===== src/rtl/assert_macros.svh =====
// Assertion macros used by the dual UART ring block RTL.
// Each macro samples on the rising edge of clk.
`ifndef ASSERT_MACROS_SVH
`define ASSERT_MACROS_SVH

// Checked only while rst is low.
`define UDRF_ASSERT(lbl, prop, msg) \
  lbl: assert property (@(posedge clk) disable iff (rst) prop) else $error(msg);

// Checked during reset as well.
`define UDRF_ASSERT_ALWAYS(lbl, prop, msg) \
  lbl: assert property (@(posedge clk) prop) else $error(msg);

`endif


===== src/rtl/udrf_pkg.sv =====
`timescale 1ns / 1ps
// ----------------------------------------------------------------------------
// udrf_pkg
// Operation codes, ring sizes and pointer helpers for the dual UART ring block.
// ----------------------------------------------------------------------------
package udrf_pkg;

  localparam int TX_DEPTH = 64;
  localparam int RX_DEPTH = 64;
  localparam int TX_AW    = $clog2(TX_DEPTH);
  localparam int RX_AW    = $clog2(RX_DEPTH);
  localparam int TX_FW    = $clog2(TX_DEPTH + 1);
  localparam int RX_FW    = $clog2(RX_DEPTH + 1);
  localparam int LEVEL_W  = 7;

  typedef logic [2:0] op_t;

  localparam op_t OP_PUSH   = 3'd0;
  localparam op_t OP_POP    = 3'd1;
  localparam op_t OP_ARRIVE = 3'd2;
  localparam op_t OP_READY  = 3'd3;
  localparam op_t OP_DONE   = 3'd4;
  localparam op_t OP_CLR_TX = 3'd5;
  localparam op_t OP_CLR_RX = 3'd6;

  function automatic logic [TX_AW-1:0] tx_bump(input logic [TX_AW-1:0] p);
    return (p == TX_AW'(TX_DEPTH - 1)) ? '0 : p + TX_AW'(1);
  endfunction

  function automatic logic [RX_AW-1:0] rx_bump(input logic [RX_AW-1:0] p);
    return (p == RX_AW'(RX_DEPTH - 1)) ? '0 : p + RX_AW'(1);
  endfunction

endpackage


===== src/rtl/uart_dual_ring_fifo_irq.sv =====
`timescale 1ns / 1ps
// An item's result is registered and shown in the cycle after acceptance.
// One item per cycle unless the output stalls; each ring memory has one
// write and one registered read port, and an item touches at most one entry
// of one ring. Reset clears pointers, fill counts, enables and the busy flag;
// the byte stores are not cleared and hold no valid data until written.
// ----------------------------------------------------------------------------
// uart_dual_ring_fifo_irq
// Transmit and receive byte rings with interrupt-style transmit sequencing.
// ----------------------------------------------------------------------------
`include "assert_macros.svh"

module uart_dual_ring_fifo_irq (
  input  logic                          clk,
  input  logic                          rst,
  input  logic                          in_valid,
  output logic                          in_stall,
  input  logic [2:0]                    operation,
  input  logic [7:0]                    data_in,
  output logic                          out_valid,
  input  logic                          out_stall,
  output logic                          accepted,
  output logic                          line_valid,
  output logic [7:0]                    line_byte,
  output logic [7:0]                    read_byte,
  output logic                          rx_overflow,
  output logic                          send_done,
  output logic                          sending,
  output logic                          tx_irq_enable,
  output logic                          done_irq_enable,
  output logic [udrf_pkg::LEVEL_W-1:0]  tx_level,
  output logic [udrf_pkg::LEVEL_W-1:0]  rx_level
);
  import udrf_pkg::*;

  logic [7:0]       tx_store [TX_DEPTH];
  logic [7:0]       rx_store [RX_DEPTH];
  logic [7:0]       tx_rdata;
  logic [7:0]       rx_rdata;

  logic [TX_AW-1:0] tx_head, tx_head_next, tx_tail, tx_tail_next;
  logic [TX_FW-1:0] tx_fill, tx_fill_next;
  logic [RX_AW-1:0] rx_head, rx_head_next, rx_tail, rx_tail_next;
  logic [RX_FW-1:0] rx_fill, rx_fill_next;
  logic             busy_flag, busy_flag_next;
  logic             ready_enable, ready_enable_next;
  logic             complete_enable, complete_enable_next;

  logic             tx_we, rx_we;
  logic             in_acc;
  logic             acc_next, lv_next, ovf_next, done_next, pop_next;
  logic             pop_hit;

  assign in_stall = out_valid && out_stall;
  assign in_acc   = in_valid && !in_stall;

  always_comb begin
    tx_head_next         = tx_head;
    tx_tail_next         = tx_tail;
    tx_fill_next         = tx_fill;
    rx_head_next         = rx_head;
    rx_tail_next         = rx_tail;
    rx_fill_next         = rx_fill;
    busy_flag_next       = busy_flag;
    ready_enable_next    = ready_enable;
    complete_enable_next = complete_enable;
    tx_we                = 1'b0;
    rx_we                = 1'b0;
    acc_next             = 1'b0;
    lv_next              = 1'b0;
    ovf_next             = 1'b0;
    done_next            = 1'b0;
    pop_next             = 1'b0;
    if (in_acc) begin
      case (operation)
        OP_PUSH: begin
          if (tx_fill < TX_FW'(TX_DEPTH)) begin
            tx_we        = 1'b1;
            tx_head_next = tx_bump(tx_head);
            tx_fill_next = tx_fill + TX_FW'(1);
            acc_next     = 1'b1;
          end
          ready_enable_next = 1'b1;
        end
        OP_POP: begin
          if (rx_fill != '0) begin
            rx_tail_next = rx_bump(rx_tail);
            rx_fill_next = rx_fill - RX_FW'(1);
            acc_next     = 1'b1;
            pop_next     = 1'b1;
          end
        end
        OP_ARRIVE: begin
          if (rx_fill == RX_FW'(RX_DEPTH)) begin
            rx_tail_next = rx_bump(rx_tail);
            ovf_next     = 1'b1;
          end else begin
            rx_fill_next = rx_fill + RX_FW'(1);
          end
          rx_we        = 1'b1;
          rx_head_next = rx_bump(rx_head);
          acc_next     = 1'b1;
        end
        OP_READY: begin
          if (ready_enable) begin
            if (tx_fill == '0) begin
              ready_enable_next    = 1'b0;
              complete_enable_next = 1'b1;
            end else begin
              busy_flag_next = 1'b1;
              tx_tail_next   = tx_bump(tx_tail);
              tx_fill_next   = tx_fill - TX_FW'(1);
              lv_next        = 1'b1;
            end
          end
        end
        OP_DONE: begin
          if (complete_enable) begin
            if (tx_fill == '0) begin
              complete_enable_next = 1'b0;
              busy_flag_next       = 1'b0;
              done_next            = 1'b1;
            end else begin
              tx_tail_next = tx_bump(tx_tail);
              tx_fill_next = tx_fill - TX_FW'(1);
              lv_next      = 1'b1;
            end
          end
        end
        OP_CLR_TX: begin
          tx_head_next = '0;
          tx_tail_next = '0;
          tx_fill_next = '0;
        end
        OP_CLR_RX: begin
          rx_head_next = '0;
          rx_tail_next = '0;
          rx_fill_next = '0;
        end
        default: begin
        end
      endcase
    end
  end

  always_ff @(posedge clk) begin
    if (tx_we) begin
      tx_store[tx_head] <= data_in;
    end
    if (in_acc) begin
      tx_rdata <= tx_store[tx_tail];
    end
  end

  always_ff @(posedge clk) begin
    if (rx_we) begin
      rx_store[rx_head] <= data_in;
    end
    if (in_acc) begin
      rx_rdata <= rx_store[rx_tail];
    end
  end

  always_ff @(posedge clk) begin
    if (rst) begin
      tx_head         <= '0;
      tx_tail         <= '0;
      tx_fill         <= '0;
      rx_head         <= '0;
      rx_tail         <= '0;
      rx_fill         <= '0;
      busy_flag       <= 1'b0;
      ready_enable    <= 1'b0;
      complete_enable <= 1'b0;
      out_valid       <= 1'b0;
      accepted        <= 1'b0;
      line_valid      <= 1'b0;
      rx_overflow     <= 1'b0;
      send_done       <= 1'b0;
      pop_hit         <= 1'b0;
    end else begin
      tx_head         <= tx_head_next;
      tx_tail         <= tx_tail_next;
      tx_fill         <= tx_fill_next;
      rx_head         <= rx_head_next;
      rx_tail         <= rx_tail_next;
      rx_fill         <= rx_fill_next;
      busy_flag       <= busy_flag_next;
      ready_enable    <= ready_enable_next;
      complete_enable <= complete_enable_next;
      if (in_acc) begin
        out_valid   <= 1'b1;
        accepted    <= acc_next;
        line_valid  <= lv_next;
        rx_overflow <= ovf_next;
        send_done   <= done_next;
        pop_hit     <= pop_next;
      end else if (!out_stall) begin
        out_valid <= 1'b0;
      end
    end
  end

  assign line_byte       = line_valid ? tx_rdata : 8'd0;
  assign read_byte       = pop_hit ? rx_rdata : 8'd0;
  assign sending         = busy_flag;
  assign tx_irq_enable   = ready_enable;
  assign done_irq_enable = complete_enable;
  assign tx_level        = LEVEL_W'(tx_fill);
  assign rx_level        = LEVEL_W'(rx_fill);

  `UDRF_ASSERT(a_fill_bound, (tx_fill <= TX_FW'(TX_DEPTH)) && (rx_fill <= RX_FW'(RX_DEPTH)), "ring fill count beyond depth")
  `UDRF_ASSERT(a_push_grows, (in_acc && operation == OP_PUSH && tx_fill < TX_FW'(TX_DEPTH)) |=> (tx_fill == $past(tx_fill) + TX_FW'(1)), "push with room did not grow the transmit ring")
  `UDRF_ASSERT(a_send_or_done, out_valid |-> !(line_valid && send_done), "byte sent and send done in one result")
  `UDRF_ASSERT(a_done_idle, (out_valid && send_done) |-> (!sending && tx_level == '0), "send done while transmitter still busy")
  `UDRF_ASSERT_ALWAYS(a_reset_idle, rst |=> !out_valid, "result pending right after reset")

endmodule


===== config.mk =====
export PLATFORM = sky130hd
export DESIGN_NAME = uart_dual_ring_fifo_irq
export DESIGN_NICKNAME = d
export VERILOG_FILES = /design/src/rtl/udrf_pkg.sv /design/src/rtl/uart_dual_ring_fifo_irq.sv
export VERILOG_INCLUDE_DIRS = /design/src /design/src/rtl
export SDC_FILE = /design/constraint.sdc
export NUM_CORES = 1
export LEC_CHECK = 0
export ABC_AREA = 1
export BUFFER_PORTS_ARGS = -buffer_cell sky130_fd_sc_hd__buf_2
export CAP_MARGIN = 10
export CORE_AREA = 2 2 309 311
export DETAILED_ROUTE_END_ITERATION = 8
export DIE_AREA = 0 0 311 313
export GPL_TIMING_DRIVEN = 0
export PLACE_DENSITY = 0.7
export SKIP_CTS_REPAIR_TIMING = 1
export SYNTH_ARGS = -nofsm -noshare
export SYNTH_HDL_FRONTEND = slang
export SYNTH_SLANG_ARGS = --single-unit

===== constraint.sdc =====
create_clock -name clk -period 2.6 [get_ports clk]
set_input_delay 0.78 -clock clk [delete_from_list [all_inputs] [get_ports clk]]
set_output_delay 0.78 -clock clk [all_outputs]
set_load 0.03 [all_outputs]

After elaboration in Yosys (flattened, before gate mapping)

Memories as Yosys holds them, arrays and structs flattened. A register that Yosys moved wholly into a read port is not among the register bits.
Index checks and enable logic that the tools add are counted.

Multiplexer cells: 56
Reductions and logical operators: 22
Bitwise operators: 0
Equal/unequal tests: 21
Divide/modulo/power cells: 0
$add $sub $neg: 8
Multipliers: 0
Magnitude comparators: 1
Shift operators: 0

Operators by type and width:

| cell                                                                   | count |
|---|---|
| 6-bit two-way mux                                                      | 10 |
| 7-bit two-way mux                                                      | 6 |
| 6-bit case mux with 3 select lines                                     | 2 |
| 7-bit case mux with 4 select lines                                     | 1 |
| 1-bit two-way mux                                                      | 27 |
| 6-bit by 1-bit adder with 6-bit output (second input constant)         | 4 |
| 6-bit equality test (second input constant)                            | 4 |
| 6-bit case mux with 2 select lines                                     | 2 |
| 7-bit case mux with 3 select lines                                     | 1 |
| 2-bit != test (second input constant)                                  | 9 |
| 8-bit two-way mux                                                      | 2 |
| 4-bit AND reduction                                                    | 4 |
| 7-bit by 1-bit adder with 7-bit output (second input constant)         | 2 |
| 7-bit by 1-bit subtractor with 7-bit output (second input constant)    | 2 |
| 3-bit equality test (second input constant)                            | 3 |
| 1-bit case mux with 2 select lines                                     | 4 |
| 2-bit nonzero test                                                     | 4 |
| 7-bit equality test (second input constant)                            | 1 |
| 7-bit logical NOT                                                      | 1 |
| 7-bit < comparator (second input constant)                             | 1 |
| 7-bit nonzero test                                                     | 1 |
| 3-bit by 2-bit equality test with 1-bit output (second input constant) | 2 |
| 6-bit AND reduction                                                    | 1 |
| 3-bit nonzero test                                                     | 2 |
| other kinds (10)                                                       | 12 |

Memory bits (read-only): 0
Bits in registers: 47
Memory bits (writable): 1024
Bits in latches: 0
Memories kept: 2

Memory list:

| name     | depth | bits a word | rd ports | clocked after memory_dff | wr ports | line                          | text |
|---|---|---|---|---|---|---|---|
| rx_store | 64    | 8           | 1        | 1                        | 1        | uart_dual_ring_fifo_irq.sv:37 | `logic [7:0] rx_store [RX_DEPTH];` |
| tx_store | 64    | 8           | 1        | 1                        | 1        | uart_dual_ring_fifo_irq.sv:36 | `logic [7:0] tx_store [TX_DEPTH];` |

Depth between registers and ports, before layout

Word-level depth: 6
Depth in mapped cells: 14
Depth with buffers taken out: 14

Worst setup path after synthesis

No wires, ideal clock.

Kind: input to register
From: input port out_stall
To: memory tx_store[0][0], enable pin
Path buffers: 0
Stages on the path: 5
Library setup time: 371 ps
Path slack: 174 ps
Data required time: 2229 ps
Arrival time: 2056 ps
Path through: nand2_1 nand2_1 nor2_1 nand4_1 nor2_1

Cells in the longest elaborated chain, start to end: 6

RTL lines:

| element                                 | line                           | text |
|---|---|---|
| from (decl)                             | uart_dual_ring_fifo_irq.sv:21  | `input logic out_stall,` |
| 1-bit logical AND                       | uart_dual_ring_fifo_irq.sv:54  | `assign in_stall = out_valid && out_stall;` |
| 1-bit logical NOT                       | uart_dual_ring_fifo_irq.sv:55  | `assign in_acc = in_valid && !in_stall;` |
| 1-bit logical AND                       | uart_dual_ring_fifo_irq.sv:55  |  |
| 1-bit two-way mux                       | uart_dual_ring_fifo_irq.sv:74  | `if (in_acc) begin` |
| 1-bit two-way mux                       | uart_dual_ring_fifo_irq.sv:147 | `if (tx_we) begin` |
| 1-bit two-way mux (not written as such) | uart_dual_ring_fifo_irq.sv:148 | `tx_store[tx_head] <= data_in;` |
| to (decl)                               | uart_dual_ring_fifo_irq.sv:36  |  |

No other way between the ends.

Final worst setup path

From: register out_valid
To: memory tx_store[55][5], enable pin

Cells in the longest elaborated chain, start to end: 6

RTL lines:

| element                                 | line                           | text |
|---|---|---|
| from (decl)                             | uart_dual_ring_fifo_irq.sv:20  | `output logic out_valid,` |
| from (signal assigned)                  | uart_dual_ring_fifo_irq.sv:175 | `out_valid <= 1'b0;` |
| from (signal assigned)                  | uart_dual_ring_fifo_irq.sv:192 | `out_valid <= 1'b1;` |
| from (signal assigned)                  | uart_dual_ring_fifo_irq.sv:199 | `out_valid <= 1'b0;` |
| 1-bit logical AND                       | uart_dual_ring_fifo_irq.sv:54  |  |
| 1-bit logical NOT                       | uart_dual_ring_fifo_irq.sv:55  |  |
| 1-bit logical AND                       | uart_dual_ring_fifo_irq.sv:55  |  |
| 1-bit two-way mux                       | uart_dual_ring_fifo_irq.sv:74  |  |
| 1-bit two-way mux                       | uart_dual_ring_fifo_irq.sv:147 |  |
| 1-bit two-way mux (not written as such) | uart_dual_ring_fifo_irq.sv:148 |  |

No other way between the ends.

==> flow_summary.yaml <==
critical_path:
  r2r_slack_ns: -0.16
  ff2ff_path_depth: 5
  end_kind: "flip-flop"
  cp-endpoint: "tx_store[55][5]$_DFFE_PP_"
  crit_type: "reg2reg"
  critical-path-max-stage-delay_ns: 0.73
  crit_chain: "nand2_1, nand2_2, nor2_1, nand2_2, nor2_1"
  reg2reg_from: "out_valid$_SDFFE_PP0P_"
  startpoint_type: "flip-flop"
  r2r_end: "tx_store[55][5]$_DFFE_PP_"
  critPathRequiredTime_ns: 2.91
  worst-path-max-fanout: 8
  worstPathArrival_ns: 3.07
  cp-startpoint: "out_valid$_SDFFE_PP0P_"
  cp_slowest_cell: "nor2_1"
clocking:
  root_buffer: "clkbuf_16"
  clkLatencyLatePin_ns: 0.69
  numCtsBuffers: 109
  cts_tree: "yes"
  htreeDepth: 3
  clkTransAtPathRegs_ns: 0.06
  clk_path_buf_depth: 3
  cts_sinks: 1087
floorplan:
  start_util: 0.496
  fp.coreArea_mm2: 0.0942
  die_w_um: 311
  die_h_um: 313
  dieArea_mm2: 0.0973
  row_count: 113
  pin_count: 54
synthesis:
  synthesis.area_mm2: 0.0467
  yosysWarnings: 0
  seq_area_frac_synth: 0.689
  yosysTopAreaCell: "edfxtp_1"
  synthTopCellsByCount: "1580 x nand2_1, 1040 x edfxtp_1, 827 x nand3_1"
  netlist.area_leader.share: 0.669
  ys_types: 41
  synth-edff-count: 1040
  synth_nets: 4538
  synth-async-reset-ratio: 0
  syn_avg_cell_area_um2: 10.4
  synth-seq-cells: 1087
  ys.flop_type: "edfxtp_1"
  ys_top_cells_by_area: "edfxtp_1 67%, nand2_1 13%, nand3_1 8.9%"
  synth_cells: 4505
  synth.most_common_cell: "nand2_1"
power_and_ir_drop:
  ir_drop_uv: 681
  power_density_mw_per_mm2: 712
  p_leak_nw: 20.6
cells_and_area:
  finalNetCount: 4722
  post-route-util: 0.562
  area_growth_pct: 13.4
  diodes: 0
  drive_above_1_share: 0.108
sta:
  setup_viol: 16
  slew_headroom: 0.358
  post-route-min-period_ns: 2.76
  fmax_mhz: 362
  rsz0062_at_grt: "yes"
  hold_viol: 0
  worst_pin_slew_ns: 0.953
  finClkSkew_ns: 0.0196
  slew_violations: 0
  fin_ws_ns: -0.163
  period_share: 1.06
grt:
  grt_pass1_wl_mm: 194
  antenna_found_initial: 2
  use_met1: 0.353
  met3_usage: 0.0488
  grtUsageTotal: 0.266
  grt_max_degree: 107
  overflow: 0
  grt-busiest-layer: "met2"
  grt_pass1_vias: 32200
  grtUsageMet2: 0.429
placed_design:
  hpwl_mm: 85.9
  port_buffers: 52
  place_ws_ns: -1.28
  gp_congestion: 0.963
routing:
  vias: 33600
  routedWlPerCell_um: 21.6
  ant_nets: 0
  viasPerCell: 5.56
  route.detailed.drc: 0
  drt-total-wl_mm: 131
  drtPass1Iterations: 5
  first_iter_violations: 4224
job:
  drv_cap: 0
status:
  status: "complete, but fails checks"
  violations: "negative setup slack"
min_path:
  hold_class: "in2reg"
-- report_power, final --
group / internal [W] / total [W] / switching [W]
combinational: 0.000571 / 0.00234 / 0.00177
clock: 0.00940 / 0.0161 / 0.00667
sequential: 0.0192 / 0.0193 / 0.0000475
-- flip-flops by register name (all words and copies together), names as in the netlist, 6 cells and up --
register	cells
rx_head	6
tx_level	7
rx_tail	6
tx_tail	6
tx_rdata	8
rx_level	7
tx_head	6
rx_store	512
tx_store	512
rx_rdata	8
-- cell families after synthesis --
| group | count (synthesis) | synth area share |
|---|---|---|
| AO/OA/AOI/OAI | 67 | 0.00791 |
| XOR/XNOR | 6 | 0.00113 |
| adder cells (fa/ha/maj) | 18 | 0.00515 |
| buffers and inverters | 669 | 0.0565 |
| flip-flops | 1087 | 0.689 |
| AND/OR/NAND/NOR | 2658 | 0.240 |
-- worst min-delay path by stage --
stage                                        from                       to  slack [ns]  cells after the start
final                                   out_stall   out_valid$_SDFFE_PP0P_        0.42                      3
after global routing                    out_stall   out_valid$_SDFFE_PP0P_        0.43                      3
after CTS                               out_stall   out_valid$_SDFFE_PP0P_        0.38                      3
after detailed placement     sending$_SDFFE_PP0P_     sending$_SDFFE_PP0P_        0.46                      2
after global placement       sending$_SDFFE_PP0P_     sending$_SDFFE_PP0P_        0.46                      2
after floorplan           rx_head[1]$_SDFFE_PP0P_  rx_head[1]$_SDFFE_PP0P_        0.52                      2
-- through the flow --
step / TNS, ns / power, W / hold WS [ns] / cell area [um2] / cells
after floorplan: 0 / 0.0209 / 0.523 / 46700 / 4505
after global placement: -1725.59 / 0.0218 / 0.462 / 48500 / 5822
after detailed placement: -924.19 / 0.0219 / 0.464 / 48800 / 5830
after CTS: -336.24 / 0.0376 / 0.380 / 52400 / 6034
after global routing: -5.74 / 0.0386 / 0.428 / 52900 / 6047
final: -1.95 / 0.0377 / 0.423 / 52900 / 6047
-- cell type report --
class	instances	area, um2
Fill cell	7951	41200
Sequential cell	1087	32200
Multi-Input combinational cell	2749	12200
Clock buffer	127	2890
Inverter	441	1660
Tap cell	1265	1580
Buffer	227	1010
Clock inverter	77	763
Timing Repair Buffer	74	632
-- worst max-delay path: cells and delay by family, from the launching register on --
family	cells	cell delay, ns
and+or+nand+nor	5	2.05
DFF	1	0.31
-- cell usage in the layout, fill, tap and decap left out, types with 47 or more instances in the layout --
cell          n
nand3_1     827
clkbuf_16   112
nand2_1    1578
inv_1       419
buf_2       139
clkbuf_1     82
nor2_1       71
edfxtp_1   1040
dfxtp_1      47
nor2_2      121
-- per-layer routing --
layer	vias up	share of wire
met2	1900	0.46
met5	-	0.000084
met3	361	0.11
met4	2	0.048
li1	15400	-
met1	15900	0.38
Note: power is estimated with default switching activity, not from simulation.
